### config.mk
export PLATFORM = sky130hd
export DESIGN_NAME = fbpa_front
export DESIGN_NICKNAME = d
export VERILOG_FILES = /design/src/sv/fbpa_pkg.sv /design/src/sv/fbpa_front.sv
export SDC_FILE = /design/constraint.sdc
export NUM_CORES = 1
export LEC_CHECK = 0
export BUFFER_PORTS_ARGS = -buffer_cell sky130_fd_sc_hd__buf_2
export CORE_MARGIN = 3
export CORE_UTILIZATION = 45
export DETAILED_ROUTE_END_ITERATION = 10
export HOLD_SLACK_MARGIN = 0.05
export PLACE_DENSITY = 0.7
export SLEW_MARGIN = 10
export SYNTH_ARGS = -nofsm -noshare
export SYNTH_HDL_FRONTEND = slang
export SYNTH_SLANG_ARGS = --single-unit
### constraint.sdc
create_clock -name clk -period 2.8 [get_ports clk]
set_input_delay 0.14 -clock clk [delete_from_list [all_inputs] [get_ports clk]]
set_output_delay 0.14 -clock clk [all_outputs]
set_load 0.03 [all_outputs]
### src/sv/fbpa_pkg.sv
// shared types and constants for the fixed block pool allocator
package fbpa_pkg;

  localparam int MaxBlocks = 256;
  localparam int IdxW      = 8;
  localparam int CntW      = 9;

  localparam logic [1:0] OP_INIT  = 2'd0;
  localparam logic [1:0] OP_ALLOC = 2'd1;
  localparam logic [1:0] OP_FREE  = 2'd2;

  localparam logic [2:0] ST_OK           = 3'd0;
  localparam logic [2:0] ST_EMPTY        = 3'd1;
  localparam logic [2:0] ST_TOO_BIG      = 3'd2;
  localparam logic [2:0] ST_NOT_SET_UP   = 3'd3;
  localparam logic [2:0] ST_MISALIGNED   = 3'd4;
  localparam logic [2:0] ST_OUT_OF_RANGE = 3'd5;
  localparam logic [2:0] ST_FULL         = 3'd6;
  localparam logic [2:0] ST_BAD_GEOMETRY = 3'd7;

  localparam logic [1:0] REG_START = 2'd0;
  localparam logic [1:0] REG_SIZE  = 2'd1;
  localparam logic [1:0] REG_ENTRY = 2'd2;

  // request passed from the front part to the back part
  typedef struct packed {
    logic [1:0]  opcode;
    logic [31:0] request_size;
    logic [31:0] block_address;
  } req_t;

  // result produced by the back part
  typedef struct packed {
    logic [2:0]  status;
    logic [31:0] granted_address;
    logic [8:0]  entry_total;
  } res_t;

endpackage

### src/sv/fbpa_front.sv
// input stage and two-entry request queue
module fbpa_front import fbpa_pkg::*; (
  input  logic clk,
  input  logic rst,
  input  logic in_valid,
  output logic in_stall,
  input  req_t in_req,
  output logic q_valid,
  input  logic q_take,
  output req_t q_req
);

  req_t       slot [2];
  logic       rd_ptr;
  logic       wr_ptr;
  logic [1:0] count;
  logic       push;
  logic       pop;

  assign in_stall = (count == 2'd2);
  assign push     = in_valid && !in_stall;
  assign q_valid  = (count != 2'd0);
  assign pop      = q_valid && q_take;
  assign q_req    = slot[rd_ptr];

  // queue pointers and storage
  always_ff @(posedge clk) begin
    if (rst) begin
      rd_ptr <= 1'b0;
      wr_ptr <= 1'b0;
      count  <= 2'd0;
    end else begin
      if (push) wr_ptr <= ~wr_ptr;
      if (pop) rd_ptr <= ~rd_ptr;
      count <= count + {1'b0, push} - {1'b0, pop};
    end
    if (push) slot[wr_ptr] <= in_req;
  end

endmodule

==> summary.md, run 1 <==
| Metric | Value |
|---|---|
| Number of nets produced by synthesis | approximately 300 |
| Area delta synth->final | 42.5% |
| Largest net degree at the start of global routing | 43 |
| Placeable core region | roughly 11000 sq um |
| Most Crowded Layer GR | met2 |
| Flops & latches, synth | approximately 140 |
| Setup skew after layout | between 0.008 and 0.009 ns |
| Final-layout worst hold slack | between 0.3 and 0.4 ns |
| Clock slew at the register clock pins of the worst setup and hold paths | 0.06 ns |
| Final estimated routing congestion in global placement | a little over 0.7 |
| Critical Path, Cell by Cell | buf_12, mux2_1, buf_2 |
| Effective utilization at floorplan | between 40% and 50% |
| Cell family with most CP delay | flip-flops |
| Arrival time of the worst setup path | 2.06 ns |
| Cts-stage hold buffer count | approximately 70 |
| Launch instance of the worst register-to-register path | count[0]$_SDFF_PP0_ |
| Simple-gate share of the synthesized area | under 10% |
| Number of instances in the synthesized netlist | ~230 |
| Startpoint-to-endpoint class of the critical path | reg -> out |
| Share of the clock period used by the worst path | roughly 79% |
| Max_cap viols | 0 |
| Worst-case clock buffer depth | 2 |
| Period minus WS final | 2.20 ns |
| Vias | 2833 |
| Synth unique cells | 21 |
| Depth of the worst hold-timing path | 2 |
| Async S/R FF share, synth | 0% |
| Worst flop-to-flop path endpoint | slot[0][0]$_DFFE_PP_ |
| RSZ-0062 raised after global routing | false |
| Largest family of logic cells by synthesized area | multiplexers |
| Dominant cell type by area after synthesis | edfxtp_1 |
| Required time of the critical path | between 2 and 3 ns |
| Aggregate global routing overflow | 0 |
| Clock Sink Count | 137 |
| Detailed-route wire length per cell | around 15 um |
| Global-route track usage on met3 | 5.87% |
| Residual DRC count | 0 |
| Endpoint of the worst hold-timing path | slot[0][9]$_DFFE_PP_ |
| Share of layout cells above drive strength 1 | between 30% and 40% |
| H-tree depth reported by CTS | 4 |
| Height of the die | approximately 110 um |
| Fraction of post-synthesis cell area in the top cell type by area | between 70% and 80% |
| First-iteration detailed-routing DRC count | ~130 |
| Startpoint Class | register |
| Largest driver fanout on the critical path | 42 |
| Capturing element type of the critical path | output pin |
| Synthesized-area fraction occupied by ao, oa, aoi and oai cells | 0.375% |
| Sequential area share after synthesis | around four fifths |
| Most common cell in the netlist | edfxtp_1 |
| Met2 global-route usage | between 20% and 30% |
| Reg2reg path depth | 5 |
| Count of synthesis-stage warnings from yosys | 0 |
| Horiz. Die Dim | between 100 and 150 um |
| XOR/XNOR Fraction of Synth Area | less than 1% |
| Worst setup slack for register-to-register paths | around 0.88 ns |
| Clock Latency Late Sink | between 0.4 and 0.5 ns |
| DR pass1 iterations | 4 |
| Normalized max-slew margin | about three fifths |
| Number of buffers created by CTS | 17 |
| Class of the tightest hold or removal check | in -> reg |
| Min-delay src | in_req[9] |
| Leak Pwr | ~2.8 nW |
| Vias in the first global route | around 3000 |
| Global routing usage summed across all routing layers | roughly 15% |
| CTS tree | built |
| Slowest cell delay on critical path | about 0.74 ns |
| Global-route wire length before repair | between 15000 and 20000 um |
| CTS Root Cell | clkbuf_8 |
| Most instantiated flip-flop cell in the synthesis netlist | edfxtp_1 |
| Slowest cell on the critical path | dfxtp_4 |
| DP HPWL | 5720 um |
| Power density normalized to cell area | roughly 900 nW/um^2 |
| Core Rows | 37 |
| Peak clock frequency supported by timing | approximately 0.45 GHz |
| Vias per cell | 4.70 |
| Outcome | complete, no violations |
| Main area contributors after synthesis | edfxtp_1, mux2_1, dfxtp_1 |
| Peak supply drop | 0.456 mV |
| Combined area of all synthesized cells | 5000 sq um |
| Met1 Track Usage GR | between 10% and 20% |
| Final Hold Fails | 0 |
| Share of cell area taken by muxes after synthesis | 14.9% |
| Antenna cell count | 0 |
| Number of enable flip-flop cells after synthesis | approximately 130 |
| Top cells by count, synth | edfxtp_1, mux2_1, dfxtp_1 |
| Final count of negative-setup-slack endpoints | 0 |
| IO Count | ~140 |
| Worst path buffer plus inverter count | 2 |
| Setup total negative slack | 0 ns |
| Adder and majority gate portion of the synthesized area | less than 1% |
| Antenna violations before repair | 0 |
| Worst-Margin Slew | 0.606 ns |
| Nets | about 530 |
| Sum of internal, switching and leakage power | 6.36 mW |
| Mapped Avg Cell Area | approximately 22 sq um |
| Total die area | approximately 12000 sq um |
| Number of nets still failing antenna checks after routing | 0 |
| Final slew viol count | 0 |
| CTS resizes | 0 |
| Count of input and output buffers | about 140 |
| Wire length reported by the detailed router | just over 9000 um |
| Setup Fix Bufs, Post-CTS | 0 |
==> power by group <==
part           total, mW  internal [mW]  switching, mW
sequential          2.68           2.55          0.138
combinational       1.66          0.601           1.06
clock               2.02           1.25          0.769
total               6.36           4.40           1.96
==> flip-flops by register name, indices dropped and copies added, names as in the netlist, named ones only <==
name,count
slot,132
count,2
rd_ptr,1
wr_ptr,1
==> final cells by class <==
class                   count  area, sq um
flip-flops and latches    137         4070
fillers                   713         3420
repair buffers            211         1460
multi-input cells          83          863
clock buffers              18          418
well taps                 136          170
clock inverters            14          133
inverters                   4         15.0
==> cell usage in the layout (no fill, tap or decap), drive strengths merged <==
cell type / n
clkbuf: 18
xor2: 1
nand2b: 1
nand2: 1
buf: 142
ha: 2
o21a: 1
bufinv: 2
inv: 4
clkinv: 10
and3: 1
edfxtp: 132
clkinvlp: 2
nor2b: 1
dlygate4sd3: 69
nor2: 3
or3: 1
xnor2: 2
or2: 1
mux2: 66
a21oi: 1
o21ai: 1
dfxtp: 5
==> per-layer routing <==
metal / up-vias / part of all wire, %
li1: 1360 / -
met1: 1365 / 43
met2: 99 / 49
met3: 9 / 6.9
met4: 0 / 1.1
met5: - / 0
==> stage by stage <==
step	setup WS, ns	instance area (sq um)	utilization [%]	std cells
after floorplan	0.189	5000	-	231
final	0.599	7130	67.6	603
after detailed placement	0.882	5890	55.8	502
after CTS	0.529	7130	67.6	603
after global placement	0.932	5890	55.8	502
after global routing	0.459	7130	67.6	603
==> how the worst max path moves through the flow <==
stage                         from               endpoint  slack (ns)  cells after the start
2_1_floorplan  count[0]$_SDFF_PP0_   slot[0][0]$_DFFE_PP_        0.19                      4
3_3_place_gp   count[0]$_SDFF_PP0_  slot[0][14]$_DFFE_PP_        0.93                      5
3_5_place_dp   count[0]$_SDFF_PP0_  slot[0][14]$_DFFE_PP_        0.88                      5
4_1_cts                   register              q_req[57]        0.53                      3
5_1_grt                   register               q_req[4]        0.46                      3
6_report                  register               q_req[4]        0.60                      3
==> cell families after synthesis <==
| logic type | Yosys count |
|---|---|
| compound gates | 3 |
| xor+xnor | 3 |
| buf+inv | 11 |
| fa+ha+maj | 2 |
| flops | 137 |
| simple gates | 9 |
| mux | 66 |
==> worst register-to-register path: stages (launching register included) <==
cell,delay (ns)
dfxtp_1,0.37
nand2b_2,0.16
inv_2,0.04
or3_1,0.33
inv_2,0.42
buf_12,0.27
Note: power is estimated with default switching activity, not from simulation.
==> run 2, diff against run 1 <==
- clock period: 2.8 -> 2.2 ns (I/O delays scaled with it)
==> run 2 against run 1 <==
Critical path depth did not move. Via count rose by 0.35%. Die area did not move. Flip-flop and latch count did not move. Clock power rose by 19%. Routed wire length rose by 0.98%. Critical endpoint is now q_req[7].
==> summary.md, run 2 (synthesis results as in run 1) <==
| Metric | Value |
|---|---|
| Outcome | complete, no violations |
| Placeable core region | 10600 sq um (unchanged) |
| Most common library cell in the layout ignoring fill and taps | buf_2 |
| Peak supply drop | 0.664 mV (+46%) |
| Sum of internal, switching and leakage power | 7.97 mW (+25%) |
| Effective utilization at floorplan | 47.4% (unchanged) |
| Normalized max-slew margin | 72.7% (+13 points) |
| Peak clock frequency supported by timing | roughly 0.49 GHz |
| Final Hold Fails | 0 (unchanged) |
| Power density normalized to cell area | 1120 nW/um^2 (+25%) |
| Height of the die | 111 um (unchanged) |
| Min-delay src | in_req[2] |
| Pre-CTS setup slack | 0.391 ns (-0.491 ns) |
| Setup total negative slack | 0 ns (unchanged) |
| Capturing element type of the critical path | output pin |
| Register with the most flip-flops | slot |
| Final slew viol count | 0 (unchanged) |
| Nets | 529 (+0.57%) |
| H-tree depth reported by CTS | 4 (unchanged) |
| Final estimated routing congestion in global placement | 0.755 (+4.9%) |
| Sequential share of power | 42.3% (about the same) |
| Largest driver fanout on the critical path | 25 (-40%) |
| Launch instance of the worst register-to-register path | count[0]$_SDFF_PP0_ |
| Final count of negative-setup-slack endpoints | 0 (unchanged) |
| Leak Pwr | 2.74 nW (-0.35%) |
| Arrival time of the worst setup path | 1.95 ns (-0.11 ns) |
| Wire length reported by the detailed router | 9270 um (+0.98%) |
| Share of the clock period used by the worst path | a little over nine tenths |
| Power share of the clock group | 30.2% (-1.6 points) |
| Number of nets still failing antenna checks after routing | 0 (unchanged) |
| Vias | 2843 (+0.35%) |
| Startpoint-to-endpoint class of the critical path | reg -> out |
| Global-route wire length before repair | 15000 um (+0.14%) |
| CTS Root Cell | clkbuf_8 |
| Vias per cell | 4.69 (-0.14%) |
| Cell-internal power | 5.42 mW (+23%) |
| DP HPWL | 5740 um (+0.41%) |
| Number of buffers created by CTS | 17 (unchanged) |
| DR pass1 iterations | 4 (unchanged) |
| Class of the tightest hold or removal check | in -> reg |
| Commonest non-fill, non-tap cells in the layout | buf_2, edfxtp_1, dlygate4sd3_1 |
| Horiz. Die Dim | 111 um (unchanged) |
| Period minus WS final | a little over 2 ns |
| Largest net degree at the start of global routing | 46 (+7.0%) |
| First-iteration detailed-routing DRC count | 117 (-12%) |
| Setup ws final | 0.138 ns (-0.461 ns) |
| Required time of the critical path | 2.09 ns (-0.57 ns) |
| Aggregate global routing overflow | 0 (unchanged) |
| Residual DRC count | 0 (unchanged) |
| Combinational fraction of design power | 27.5% (+1.4 points) |
| Core Rows | 37 (unchanged) |
| Count of input and output buffers | 137 (unchanged) |
| Detailed-route wire length per cell | 15.3 um (+0.48%) |
| IO Count | 138 (unchanged) |
| Worst-case clock buffer depth | 2 (unchanged) |
| Clock Latency Late Sink | 0.50 ns (about the same) |
| Global routing usage summed across all routing layers | 15.7% (+0.26 points) |
| Worst-Margin Slew | 0.408 ns (-0.198 ns) |
| Top flop regs | slot (132), count (2) |
| Setup skew after layout | 0.00791 ns (-0.000273 ns) |
| Max_cap viols | 0 (unchanged) |
| Clock Sink Count | 137 (unchanged) |
| Max FFs per register | 132 (unchanged) |
| Vias in the first global route | 3098 (+0.19%) |
| Total die area | 12400 sq um (unchanged) |
| CTS tree | built |
| Antenna violations before repair | 0 (unchanged) |
| Switching power summed over all nets | 2.56 mW (+30%) |
| RSZ-0062 raised after global routing | false |
| Switching share of power | 32.1% (+1.2 points) |
| Clock slew at the register clock pins of the worst setup and hold paths | 0.06 ns (about the same) |
| Share of layout cells above drive strength 1 | 38.5% (+0.61 points) |
| Area delta synth->final | 42.7% |
| Startpoint Class | register |
| Antenna cell count | 0 (unchanged) |
## run 2: power groups by stage
stage / registers (mW) / logic [mW] / clock network [mW]
floorplan: 3.35 / 1.54 / 0
global placement: 3.41 / 2.09 / 0
detailed placement: 3.43 / 2.11 / 0
CTS: 3.38 / 2.22 / 2.47
global route: 3.41 / 2.33 / 2.60
finish: 3.37 / 2.19 / 2.41
## run 2: worst max-delay path, cell delays in order (launching register included)
cell and delay, ns:
dfxtp_4 0.57, buf_4 0.31, mux2_1 0.36, buf_2 0.19
## run 2: final cells by class
| cell class | instances | area [sq um] |
|---|---|---|
| Timing Repair Buffer | 214 | 1500 |
| Tap cell | 136 | 170 |
| Multi-Input combinational cell | 83 | 863 |
| Clock buffer | 17 | 414 |
| Fill cell | 725 | 3420 |
| Inverter | 4 | 18.8 |
| Clock inverter | 15 | 104 |
| Sequential cell | 137 | 4070 |
## run 2: repair_timing
item,4_1_cts,5_1_grt
hold buffers,70,0
buffers inserted,0,0
resized for setup,0,0
hold endpoints to repair,137,0
## run 2: through the flow
stage / hold slack [ns] / std cells / cell area, sq um / util, %
floorplan: 0.179 / 231 / 5010 / -
global placement: 0.298 / 504 / 5920 / 56.1
detailed placement: 0.302 / 504 / 5920 / 56.1
CTS: 0.299 / 606 / 7140 / 67.6
global route: 0.292 / 606 / 7140 / 67.6
finish: 0.325 / 606 / 7140 / 67.6
## run 2: final timing paths
path                      endpoint  slack (ns)  cells after the start
max reg2reg  slot[0][33]$_DFFE_PP_        0.40                      5
min reg2reg    wr_ptr$_SDFFE_PP0N_        0.50                      2
min           slot[0][2]$_DFFE_PP_        0.32                      2
max                       q_req[7]        0.14                      3
## run 2: layer usage
layer  wire, um  track usage [%]
met1       3810             18.2
met2       4750             26.3
met3        577             6.63
met4        131             5.52
met5          0                0
